==> src/hdl/dc_pkg.sv <==
// Shared types and constants for the door controller with button lock.
// No dependencies; every other file in hdl/ imports this package.
package dc_pkg;

    localparam int CFG_W          = 16;
    localparam int CFG_IDX_W      = 2;
    localparam int TIMER_BITS_DEF = 16;
    localparam int Q_DEPTH        = 2;

    localparam logic [CFG_W-1:0] DEBOUNCE_RST   = CFG_W'(50);
    localparam logic [CFG_W-1:0] LONG_PRESS_RST = CFG_W'(10000);
    localparam logic [CFG_W-1:0] TIMEOUT_RST    = CFG_W'(10000);
    localparam logic [CFG_W-1:0] LAMP_RST       = CFG_W'(200);

    typedef enum logic [CFG_IDX_W-1:0] {
        CFG_DEBOUNCE   = 2'd0,
        CFG_LONG_PRESS = 2'd1,
        CFG_TIMEOUT    = 2'd2,
        CFG_LAMP       = 2'd3
    } t_cfg_idx;

    typedef enum logic [2:0] {
        DOOR_START   = 3'd0,
        DOOR_BOTTOM  = 3'd1,
        DOOR_TOP     = 3'd2,
        DOOR_MIDWAY  = 3'd3,
        DOOR_RISING  = 3'd4,
        DOOR_FALLING = 3'd5,
        DOOR_LOCKED  = 3'd6
    } t_door;

    // One classified tick handed from the button front end to the door machine.
    typedef struct packed {
        logic short_evt;
        logic long_evt;
        logic lamp_on;
        logic top_hit;
        logic bottom_hit;
    } t_event;

    // Button timing settings used by the front end.
    typedef struct packed {
        logic [CFG_W-1:0] settle_ms;
        logic [CFG_W-1:0] long_press_ms;
        logic [CFG_W-1:0] lamp_pulse_ms;
    } t_front_cfg;

endpackage

==> src/hdl/dc_ifs.sv <==
// Handshake channel interfaces of the door controller: tick input, result
// output and configuration write. Depends on dc_pkg.
interface dc_tick_if;
    logic valid;
    logic ready;
    logic button_level;
    logic top_switch_level;
    logic bottom_switch_level;
    modport source(output valid, output button_level, output top_switch_level,
                   output bottom_switch_level, input ready);
    modport sink(input valid, input button_level, input top_switch_level,
                 input bottom_switch_level, output ready);
endinterface

interface dc_result_if;
    logic       valid;
    logic       ready;
    logic       drive_up;
    logic       drive_down;
    logic       press_lamp;
    logic [2:0] door_state;
    modport source(output valid, output drive_up, output drive_down,
                   output press_lamp, output door_state, input ready);
    modport sink(input valid, input drive_up, input drive_down,
                 input press_lamp, input door_state, output ready);
endinterface

interface dc_cfg_if;
    import dc_pkg::*;
    logic                 valid;
    logic                 ready;
    logic [CFG_IDX_W-1:0] index;
    logic [CFG_W-1:0]     data;
    modport source(output valid, output index, output data, input ready);
    modport sink(input valid, input index, input data, output ready);
endinterface

==> src/hdl/dc_front.sv <==
// Button front end: debounce, press classification, long-press detection and
// the press lamp pulse. Depends on dc_pkg and dc_ifs.
module dc_front
    import dc_pkg::*;
#(
    parameter int TIMER_BITS = TIMER_BITS_DEF
) (
    input  logic       i_clk,
    input  logic       i_rst_n,
    dc_tick_if.sink    i_tick,
    input  t_front_cfg i_cfg,
    input  logic       i_q_full,
    output logic       o_push,
    output t_event     o_event
);

    localparam int CMP_W = (TIMER_BITS > CFG_W) ? TIMER_BITS : CFG_W;
    localparam logic [TIMER_BITS-1:0] TMAX = '1;

    function automatic logic [TIMER_BITS-1:0] sat_inc(input logic [TIMER_BITS-1:0] v);
        return (v == TMAX) ? v : v + 1'b1;
    endfunction

    logic                  r_prev_raw, r_settled, r_held, r_long_seen, r_ral, r_lamp_on;
    logic [TIMER_BITS-1:0] r_since, r_hold, r_lamp_el;

    logic                  n_prev_raw, n_settled, n_held, n_long_seen, n_ral, n_lamp_on;
    logic [TIMER_BITS-1:0] n_since, n_hold, n_lamp_el;
    logic                  settle, press, release_evt, short_evt, long_evt;

    assign i_tick.ready = !i_q_full;
    assign o_push       = i_tick.valid && !i_q_full;

    always_comb begin
        n_prev_raw  = i_tick.button_level;
        n_since     = (i_tick.button_level != r_prev_raw) ? '0 : sat_inc(r_since);
        settle      = (CMP_W'(n_since) > CMP_W'(i_cfg.settle_ms))
                      && (i_tick.button_level != r_settled);
        press       = settle && !i_tick.button_level;
        release_evt = settle && i_tick.button_level && r_held;
        n_settled   = settle ? i_tick.button_level : r_settled;

        n_held      = press ? 1'b1 : (release_evt ? 1'b0 : r_held);
        n_long_seen = press ? 1'b0 : r_long_seen;
        n_hold      = press ? '0 : sat_inc(r_hold);
        n_lamp_on   = press ? 1'b1 : r_lamp_on;
        n_lamp_el   = press ? '0 : sat_inc(r_lamp_el);
        short_evt   = release_evt && !r_long_seen;
        n_ral       = release_evt ? 1'b1 : r_ral;

        long_evt = n_held && n_ral && (CMP_W'(n_hold) >= CMP_W'(i_cfg.long_press_ms));
        if (long_evt) begin
            n_long_seen = 1'b1;
            n_ral       = 1'b0;
        end

        if (n_lamp_on && (CMP_W'(n_lamp_el) >= CMP_W'(i_cfg.lamp_pulse_ms))) begin
            n_lamp_on = 1'b0;
        end

        o_event.short_evt  = short_evt;
        o_event.long_evt   = long_evt;
        o_event.lamp_on    = n_lamp_on;
        o_event.top_hit    = !i_tick.top_switch_level;
        o_event.bottom_hit = !i_tick.bottom_switch_level;
    end

    always_ff @(posedge i_clk) begin
        if (!i_rst_n) begin
            r_prev_raw  <= 1'b1;
            r_settled   <= 1'b1;
            r_since     <= '0;
            r_held      <= 1'b0;
            r_long_seen <= 1'b0;
            r_ral       <= 1'b1;
            r_hold      <= '0;
            r_lamp_on   <= 1'b0;
            r_lamp_el   <= '0;
        end else if (o_push) begin
            r_prev_raw  <= n_prev_raw;
            r_settled   <= n_settled;
            r_since     <= n_since;
            r_held      <= n_held;
            r_long_seen <= n_long_seen;
            r_ral       <= n_ral;
            r_hold      <= n_hold;
            r_lamp_on   <= n_lamp_on;
            r_lamp_el   <= n_lamp_el;
        end
    end

endmodule

==> src/hdl/dc_queue.sv <==
// Two-entry queue of classified ticks between the button front end and the
// door machine. Depends on dc_pkg.
module dc_queue
    import dc_pkg::*;
(
    input  logic   i_clk,
    input  logic   i_rst_n,
    input  logic   i_push,
    input  t_event i_event,
    output logic   o_full,
    output logic   o_valid,
    input  logic   i_pop,
    output t_event o_event
);

    localparam int PTR_W = (Q_DEPTH > 1) ? $clog2(Q_DEPTH) : 1;
    localparam int CNT_W = $clog2(Q_DEPTH + 1);

    t_event           r_mem [Q_DEPTH];
    logic [PTR_W-1:0] r_wr_ptr, r_rd_ptr;
    logic [CNT_W-1:0] r_count;

    assign o_full  = (r_count == CNT_W'(Q_DEPTH));
    assign o_valid = (r_count != '0);
    assign o_event = r_mem[r_rd_ptr];

    always_ff @(posedge i_clk) begin
        if (i_push) begin
            r_mem[r_wr_ptr] <= i_event;
        end
    end

    always_ff @(posedge i_clk) begin
        if (!i_rst_n) begin
            r_wr_ptr <= '0;
            r_rd_ptr <= '0;
            r_count  <= '0;
        end else begin
            if (i_push) begin
                r_wr_ptr <= (r_wr_ptr == PTR_W'(Q_DEPTH - 1)) ? '0 : r_wr_ptr + 1'b1;
            end
            if (i_pop) begin
                r_rd_ptr <= (r_rd_ptr == PTR_W'(Q_DEPTH - 1)) ? '0 : r_rd_ptr + 1'b1;
            end
            if (i_push && !i_pop) begin
                r_count <= r_count + 1'b1;
            end else if (i_pop && !i_push) begin
                r_count <= r_count - 1'b1;
            end
        end
    end

endmodule

==> src/hdl/dc_back.sv <==
// Door state machine: drives the registered result channel and takes one
// classified tick per cycle while it is free or taken. Uses dc_pkg, dc_ifs.
module dc_back
    import dc_pkg::*;
#(
    parameter int TIMER_BITS = TIMER_BITS_DEF
) (
    input  logic             i_clk,
    input  logic             i_rst_n,
    input  logic             i_q_valid,
    input  t_event           i_event,
    input  logic [CFG_W-1:0] i_timeout_ms,
    output logic             o_pop,
    dc_result_if.source      o_result
);

    localparam int CMP_W = (TIMER_BITS > CFG_W) ? TIMER_BITS : CFG_W;
    localparam logic [TIMER_BITS-1:0] TMAX = '1;

    t_door                 r_mode, n_mode, target;
    logic [TIMER_BITS-1:0] r_elapsed, n_elapsed;
    logic                  r_last_up, n_last_up, r_short, n_short, r_long, n_long;
    logic                  r_out_valid, r_drive_up, r_drive_down, r_lamp;
    logic [2:0]            r_state_out;
    logic                  do_enter, timed_out;

    assign o_pop               = i_q_valid && (!r_out_valid || o_result.ready);
    assign o_result.valid      = r_out_valid;
    assign o_result.drive_up   = r_drive_up;
    assign o_result.drive_down = r_drive_down;
    assign o_result.press_lamp = r_lamp;
    assign o_result.door_state = r_state_out;

    always_comb begin
        n_elapsed = (r_elapsed == TMAX) ? r_elapsed : r_elapsed + 1'b1;
        n_short   = r_short | i_event.short_evt;
        n_long    = r_long | i_event.long_evt;
        n_mode    = r_mode;
        n_last_up = r_last_up;
        timed_out = CMP_W'(n_elapsed) >= CMP_W'(i_timeout_ms);
        do_enter  = 1'b0;
        target    = DOOR_BOTTOM;

        unique case (r_mode)
            DOOR_BOTTOM: begin
                if (n_long) begin
                    do_enter = 1'b1;
                    target   = DOOR_LOCKED;
                end else if (n_short) begin
                    do_enter = 1'b1;
                    target   = DOOR_RISING;
                end
            end
            DOOR_LOCKED: begin
                if (n_long) begin
                    do_enter = 1'b1;
                    target   = DOOR_BOTTOM;
                end
            end
            DOOR_TOP: begin
                if (n_short) begin
                    do_enter = 1'b1;
                    target   = DOOR_FALLING;
                end
            end
            DOOR_MIDWAY: begin
                // A press in midway reverses the last direction of travel.
                if (n_short) begin
                    do_enter = 1'b1;
                    target   = r_last_up ? DOOR_FALLING : DOOR_RISING;
                end
            end
            DOOR_RISING: begin
                if (n_short) begin
                    do_enter = 1'b1;
                    target   = DOOR_MIDWAY;
                end else if (i_event.top_hit || timed_out) begin
                    do_enter = 1'b1;
                    target   = DOOR_TOP;
                end
            end
            DOOR_FALLING: begin
                if (n_short) begin
                    do_enter = 1'b1;
                    target   = DOOR_MIDWAY;
                end else if (i_event.bottom_hit || timed_out) begin
                    do_enter = 1'b1;
                    target   = DOOR_BOTTOM;
                end
            end
            default: begin
                do_enter = 1'b1;
                target   = DOOR_BOTTOM;
            end
        endcase

        if (do_enter) begin
            n_mode    = target;
            n_elapsed = '0;
            n_short   = 1'b0;
            n_long    = 1'b0;
            if (target == DOOR_BOTTOM || target == DOOR_FALLING) begin
                n_last_up = 1'b0;
            end else if (target == DOOR_TOP || target == DOOR_RISING) begin
                n_last_up = 1'b1;
            end
        end
    end

    always_ff @(posedge i_clk) begin
        if (!i_rst_n) begin
            r_mode      <= DOOR_START;
            r_elapsed   <= '0;
            r_last_up   <= 1'b0;
            r_short     <= 1'b0;
            r_long      <= 1'b0;
            r_out_valid <= 1'b0;
        end else begin
            if (o_pop) begin
                r_mode       <= n_mode;
                r_elapsed    <= n_elapsed;
                r_last_up    <= n_last_up;
                r_short      <= n_short;
                r_long       <= n_long;
                r_out_valid  <= 1'b1;
                r_drive_up   <= (n_mode == DOOR_RISING);
                r_drive_down <= (n_mode == DOOR_FALLING);
                r_lamp       <= i_event.lamp_on;
                r_state_out  <= n_mode;
            end else if (o_result.ready) begin
                r_out_valid <= 1'b0;
            end
        end
    end

endmodule

==> src/hdl/door_controller_with_button_lock.sv <==
// Door controller with button lock.
// Usage: each request on i_tick is one millisecond tick carrying the raw,
// active-low button and limit switch levels. Every tick yields exactly one
// request on o_result with the motor drives, the press lamp and the door state.
// i_cfg writes the four timing registers (debounce, long press, move timeout,
// lamp pulse) by index; it is always ready and should only be used while idle.
// An accepted tick passes through the queue and the output register. Throughput
// is one tick per cycle, set by the door machine, which takes one queued tick
// each cycle that its output register is free or taken.
// The button front end and the door machine are joined by a two-entry queue,
// so a stalled receiver first fills the output register, then the queue, and
// only then drops i_tick.ready; nothing is lost or repeated.
// Reset (synchronous, active low) restores the register defaults, empties the
// queue and the output register, and puts the door machine in the start state,
// which moves to bottom on the first tick.
module door_controller_with_button_lock
    import dc_pkg::*;
#(
    parameter int TIMER_BITS = TIMER_BITS_DEF
) (
    input  logic        i_clk,
    input  logic        i_rst_n,
    dc_tick_if.sink     i_tick,
    dc_cfg_if.sink      i_cfg,
    dc_result_if.source o_result
);

    logic [CFG_W-1:0] r_debounce, r_long_press, r_timeout, r_lamp_pulse;
    t_front_cfg       front_cfg;
    t_event           push_event, pop_event;
    logic             push, pop, q_full, q_valid;

    assign i_cfg.ready = 1'b1;

    always_ff @(posedge i_clk) begin
        if (!i_rst_n) begin
            r_debounce   <= DEBOUNCE_RST;
            r_long_press <= LONG_PRESS_RST;
            r_timeout    <= TIMEOUT_RST;
            r_lamp_pulse <= LAMP_RST;
        end else if (i_cfg.valid) begin
            unique case (t_cfg_idx'(i_cfg.index))
                CFG_DEBOUNCE:   r_debounce   <= i_cfg.data;
                CFG_LONG_PRESS: r_long_press <= i_cfg.data;
                CFG_TIMEOUT:    r_timeout    <= i_cfg.data;
                CFG_LAMP:       r_lamp_pulse <= i_cfg.data;
                default:        ;
            endcase
        end
    end

    assign front_cfg.settle_ms     = r_debounce;
    assign front_cfg.long_press_ms = r_long_press;
    assign front_cfg.lamp_pulse_ms = r_lamp_pulse;

    dc_front #(.TIMER_BITS(TIMER_BITS)) u_front (
        .i_clk    (i_clk),
        .i_rst_n  (i_rst_n),
        .i_tick   (i_tick),
        .i_cfg    (front_cfg),
        .i_q_full (q_full),
        .o_push   (push),
        .o_event  (push_event)
    );

    dc_queue u_queue (
        .i_clk   (i_clk),
        .i_rst_n (i_rst_n),
        .i_push  (push),
        .i_event (push_event),
        .o_full  (q_full),
        .o_valid (q_valid),
        .i_pop   (pop),
        .o_event (pop_event)
    );

    dc_back #(.TIMER_BITS(TIMER_BITS)) u_back (
        .i_clk        (i_clk),
        .i_rst_n      (i_rst_n),
        .i_q_valid    (q_valid),
        .i_event      (pop_event),
        .i_timeout_ms (r_timeout),
        .o_pop        (pop),
        .o_result     (o_result)
    );

`ifndef SYNTHESIS
    // Drives must follow the reported door state.
    a_drive_up_state: assert property (@(posedge i_clk) disable iff (!i_rst_n)
        o_result.valid && o_result.drive_up |-> o_result.door_state == DOOR_RISING)
        else $error("drive_up set outside the rising state");

    a_drive_down_state: assert property (@(posedge i_clk) disable iff (!i_rst_n)
        o_result.valid && o_result.drive_down |-> o_result.door_state == DOOR_FALLING)
        else $error("drive_down set outside the falling state");

    // The start state is left on the first tick and never reported.
    a_no_start_out: assert property (@(posedge i_clk) disable iff (!i_rst_n)
        o_result.valid |-> o_result.door_state != DOOR_START)
        else $error("start state reported on the result channel");

    // The queue never takes a tick while full.
    a_no_overflow: assert property (@(posedge i_clk) disable iff (!i_rst_n)
        q_full |-> !push)
        else $error("tick pushed into a full queue");
`endif

endmodule

==> src/flat_wrapper.sv <==
// flat-port wrapper written by rule: the top's interface ports become plain ports
module door_controller_with_button_lock_flat import dc_pkg::*;
#(
    parameter int TIMER_BITS = TIMER_BITS_DEF
)
  (i_clk, i_rst_n, i_tick_valid, i_tick_button_level, i_tick_top_switch_level, i_tick_bottom_switch_level, i_tick_ready, i_cfg_valid, i_cfg_index, i_cfg_data, i_cfg_ready, o_result_valid, o_result_drive_up, o_result_drive_down, o_result_press_lamp, o_result_door_state, o_result_ready);
  dc_tick_if i_tick_i ();
  dc_cfg_if i_cfg_i ();
  dc_result_if o_result_i ();
  input  logic i_clk;
  input  logic i_rst_n;
  input wire logic [$bits(i_tick_i.valid)-1:0] i_tick_valid;
  input wire logic [$bits(i_tick_i.button_level)-1:0] i_tick_button_level;
  input wire logic [$bits(i_tick_i.top_switch_level)-1:0] i_tick_top_switch_level;
  input wire logic [$bits(i_tick_i.bottom_switch_level)-1:0] i_tick_bottom_switch_level;
  output wire logic [$bits(i_tick_i.ready)-1:0] i_tick_ready;
  input wire logic [$bits(i_cfg_i.valid)-1:0] i_cfg_valid;
  input wire logic [$bits(i_cfg_i.index)-1:0] i_cfg_index;
  input wire logic [$bits(i_cfg_i.data)-1:0] i_cfg_data;
  output wire logic [$bits(i_cfg_i.ready)-1:0] i_cfg_ready;
  output wire logic [$bits(o_result_i.valid)-1:0] o_result_valid;
  output wire logic [$bits(o_result_i.drive_up)-1:0] o_result_drive_up;
  output wire logic [$bits(o_result_i.drive_down)-1:0] o_result_drive_down;
  output wire logic [$bits(o_result_i.press_lamp)-1:0] o_result_press_lamp;
  output wire logic [$bits(o_result_i.door_state)-1:0] o_result_door_state;
  input wire logic [$bits(o_result_i.ready)-1:0] o_result_ready;
  assign i_tick_i.valid = i_tick_valid;
  assign i_tick_i.button_level = i_tick_button_level;
  assign i_tick_i.top_switch_level = i_tick_top_switch_level;
  assign i_tick_i.bottom_switch_level = i_tick_bottom_switch_level;
  assign i_tick_ready = i_tick_i.ready;
  assign i_cfg_i.valid = i_cfg_valid;
  assign i_cfg_i.index = i_cfg_index;
  assign i_cfg_i.data = i_cfg_data;
  assign i_cfg_ready = i_cfg_i.ready;
  assign o_result_valid = o_result_i.valid;
  assign o_result_drive_up = o_result_i.drive_up;
  assign o_result_drive_down = o_result_i.drive_down;
  assign o_result_press_lamp = o_result_i.press_lamp;
  assign o_result_door_state = o_result_i.door_state;
  assign o_result_i.ready = o_result_ready;
  door_controller_with_button_lock #(.TIMER_BITS(TIMER_BITS)) u_core (.i_clk(i_clk), .i_rst_n(i_rst_n), .i_tick(i_tick_i), .i_cfg(i_cfg_i), .o_result(o_result_i));
endmodule
==> config.mk <==
export PLATFORM = sky130hd
export DESIGN_NAME = door_controller_with_button_lock_flat
export DESIGN_NICKNAME = d
export VERILOG_FILES = /design/src/hdl/dc_pkg.sv /design/src/hdl/dc_ifs.sv /design/src/hdl/dc_front.sv /design/src/hdl/dc_queue.sv /design/src/hdl/dc_back.sv /design/src/hdl/door_controller_with_button_lock.sv /design/src/flat_wrapper.sv
export SDC_FILE = /design/constraint.sdc
export NUM_CORES = 1
export LEC_CHECK = 0
export BUFFER_PORTS_ARGS = -buffer_cell sky130_fd_sc_hd__buf_2
export CORE_UTILIZATION = 57
export CTS_CLUSTER_SIZE = 8
export DETAILED_ROUTE_END_ITERATION = 6
export PLACE_DENSITY = 0.8
export SLEW_MARGIN = 20
export SYNTH_ARGS = -nofsm -noshare
export SYNTH_HDL_FRONTEND = slang
export SYNTH_SLANG_ARGS = --single-unit
==> constraint.sdc <==
create_clock -name i_clk -period 4.7 [get_ports i_clk]
set_input_delay 0.705 -clock i_clk [delete_from_list [all_inputs] [get_ports i_clk]]
set_output_delay 0.705 -clock i_clk [all_outputs]
set_load 0.05 [all_outputs]
==> metrics.cfg <==
[run_status]
status=complete, no violations

[grt]
grt_max_degree=55
overflow=0
first_global_vias=7820
grt_pass1_wl_microns=39740
antenna_found_initial=0
grt_use_total_pct=30.31

[power]
p_comb_share_pct=25.1
seqPwrFrac_pct=39.8
total_power_uw=3994
switchingPower_uw=1312
swShare_pct=32.86
p_leak_uw=0.004241
peakVddDrop_mv=0.2860
intPower_uw=2681
p_clk_share_pct=35.1
p_per_area_mw_per_mm2=369.2

[floorplan]
die-area_sq_mm=0.01701
rows=46
die_w_microns=130.4
initial_utilization_pct=58.75
die_y_microns=130.4
core_sq_mm=0.01600
io_pins=35

[clock_tree]
cts_made_buffers=17
clkTransAtPathRegs_ns=0.06
ctsRootBufferMaster=clkbuf_16
clkLatencyLatePin_ns=0.43
cts_sinks=162
htreeDepth=4
cts_tree=done
cts_buffer_depth=2

[timing]
min_period_ns=4.686
finalCritPeriodShare_pct=99.71
skew_ns=0.006992
slew_headroom_pct=41.65
fmax_mhz=213.4
finalSetupViolCount=0
rsz0062_at_grt=true
hold_viol_final=0
finalMaxSlewViolations=0
worst_pin_slew_ns=0.8743

[synth]
yosysUniqueCellTypes=69
yosys_most_used_dff=dfxtp_1
synth-warning-count=0
synth_nets=1291
yosys-top-cells-area=dfxtp_1, ha_1, nand2_1
synth_seq_cells=162
synth_edf_count=16
postSynthCellCount=1194
ys_async_sr_fraction_pct=0
syn_area_sq_mm=0.009400
avgSynthCellArea_sq_um=7.873
yosysSeqAreaShare_pct=36.20
yosysTopAreaCell=dfxtp_1
synth_top_area_share_pct=31.09

[setup_path]
slowest_stage=dfxtp_4
cp_slowest_stage_delay_ns=0.38
r2r_end=u_core.u_queue.r_mem[1][2]
r2r_slack_ns=0.01
cp_top_family=compound AO/OA/AOI/OAI gates
critPathKind=register to register
cp_cell_sequence=and2_4 > and4_4 > nand4_1 > buf_6 > nand2_1 > xor2_2 > nor2_1 > ha_1 > a21oi_1 > o221ai_1 > a22oi_2 > a21oi_4 > buf_12 > buf_12 > nand2b_4 > ha_1 > nand2b_4 > a21o_1 > a211o_1 > o2111ai_2 > a21oi_1 > nor2_1 > o21a_1
path_buf_inv=3
r2r-start=u_core.u_front.r_since[2]
critical_path.max_fanout=13
required_ns=5.00
cp.arrival_ns=4.98
worstSetupStartpointType=register
crit_path_end_kind=register
worst-r2r-cell-count=23

[hold_path]
worstHoldStart=u_core.r_long_press[11]
whs_path_depth=2
hp-class=register to register
hold_path_end=u_core.r_long_press[11]

[placed_design]
place.gp.congestion=0.9027
hpwl_microns=16960
dpl_cell_area_sq_mm=0.009799
portBuffers=33

[layout]
final_common_cell=nand2_1
final_cell_mix=nand2_1, dfxtp_1, a21oi_1
antennaDiodeCount=0
finalNetCount=1326
drive_gt1_share_pct=14.42
area_growth_pct=15.08
final_area_sq_mm=0.01082

[detailed_routing]
wl_microns=25580
dr.first_iter.drc_count=924
drt-wirelength-per-cell_microns=17.56
drc=0
dr.pass1.iters=5
via_per_inst=6.170
final_antenna_net_count=0
vias=8990

[flow_run]
drv_cap=0

-- cell usage after synthesis (7+ instances only) --
| library cell | count |
|---|---|
| inv_1 | 75 |
| xnor2_1 | 17 |
| a21o_1 | 9 |
| clkbuf_1 | 46 |
| o211ai_1 | 28 |
| edfxtp_1 | 16 |
| a21oi_1 | 133 |
| buf_2 | 8 |
| or3_1 | 23 |
| nand4_1 | 24 |
| and2_1 | 7 |
| nand2_1 | 181 |
| dfxtp_1 | 146 |
| nor2_1 | 95 |
| nor2b_1 | 8 |
| and3_1 | 12 |
| a31oi_1 | 12 |
| nand3_1 | 56 |
| mux2i_1 | 9 |
| o21ai_0 | 43 |
| nand2b_1 | 13 |
| xor2_1 | 31 |
| o31ai_1 | 9 |
| ha_1 | 71 |
| nor3_1 | 21 |
| a22o_1 | 8 |
-- routing by layer --
metal / global-route usage [%] / share of wire [%] / vias up
met1: 44.28 / 46 / 4220
met2: 44.02 / 44 / 432
met5: 0 / 0 / -
met3: 6.474 / 8.3 / 66
met4: 10.34 / 2.3 / 0
li1: - / - / 4272
-- tightest hold or removal path, cell delays in order, from the launching register on --
cell	delay (ns)
dfxtp_1	0.31
nand2_1	0.05
a21oi_1	0.05
-- power groups by stage --
stage	sequential [uW]	combinational [uW]	clock, uW
floorplan	1650	679	0
global placement	1610	924	0
detailed placement	1620	942	0
CTS	1590	956	1410
global route	1600	1090	1460
finish	1590	1000	1400
-- how the worst max path moves through the flow --
stage	start	endpoint	slack (ns)	cells past startpoint
2_1_floorplan	i_tick_button_level	u_core.u_queue.r_mem[0][3]	0.02	21
3_3_place_gp	i_tick_button_level	u_core.u_queue.r_mem[0][3]	-0.08	21
3_5_place_dp	i_tick_button_level	u_core.u_queue.r_mem[1][2]	-0.07	20
4_1_cts	u_core.u_front.r_since[1]	u_core.u_queue.r_mem[1][3]	0.001	23
5_1_grt	u_core.u_front.r_since[0]	u_core.u_queue.r_mem[0][3]	-0.15	23
6_report	u_core.u_front.r_since[2]	u_core.u_queue.r_mem[1][2]	0.01	23
-- state kept, by name, summed over array words and instances (netlist names), 2 cells and up, named ones only --
name and count:
u_core.r_timeout 16, u_core.u_queue.r_mem 10, u_core.r_lamp_pulse 16, u_core.u_front.r_hold 16
u_core.u_front.r_since 16, u_core.r_long_press 16, u_core.u_back.r_mode 3, u_core.u_front.r_lamp_el 16
u_core.r_debounce 16, u_core.u_queue.r_count 2, u_core.u_back.r_elapsed 16, u_core.u_back.o_result.door_state 3
-- kinds of logic after synthesis --
family,after synthesis,synth area share (%)
flops,162,36.20
mux,14,1.597
compound gates,288,18.83
fa+ha+maj,71,9.450
other cells,1,0.03989
buf+inv,139,5.856
simple gates,471,23.55
xor+xnor,48,4.472
-- cell type report --
cell class | count | area, sq um
inverters | 77 | 289.0
multi-input cells | 893 | 5694
well taps | 216 | 270.3
clock buffers | 22 | 475.5
flip-flops and latches | 162 | 3420
clock inverters | 9 | 107.6
repair buffers | 78 | 561.8
fillers | 1281 | 5182
-- per-stage QoR --
step | std cells | util [%] | setup TNS [ns] | setup slack, ns | hold slack [ns]
after floorplan | 1194 | - | 0 | 0.01804 | 0.4363
after global placement | 1408 | 61.21 | -0.2199 | -0.07525 | 0.4418
after detailed placement | 1408 | 61.24 | -0.2849 | -0.07126 | 0.4465
after CTS | 1441 | 65.04 | 0 | 0.001378 | 0.4568
after global routing | 1457 | 67.61 | -0.7926 | -0.1456 | 0.4742
final | 1457 | 67.61 | 0 | 0.01357 | 0.4552
-- timing repair --
item	CTS	global route
cloned	0	2
hold buffers	0	0
buffers inserted	2	14
gates resized for setup	2	64
pin swaps	0	39
endpoints found under the setup margin	5	7
Power figures use the tool's default switching activity.
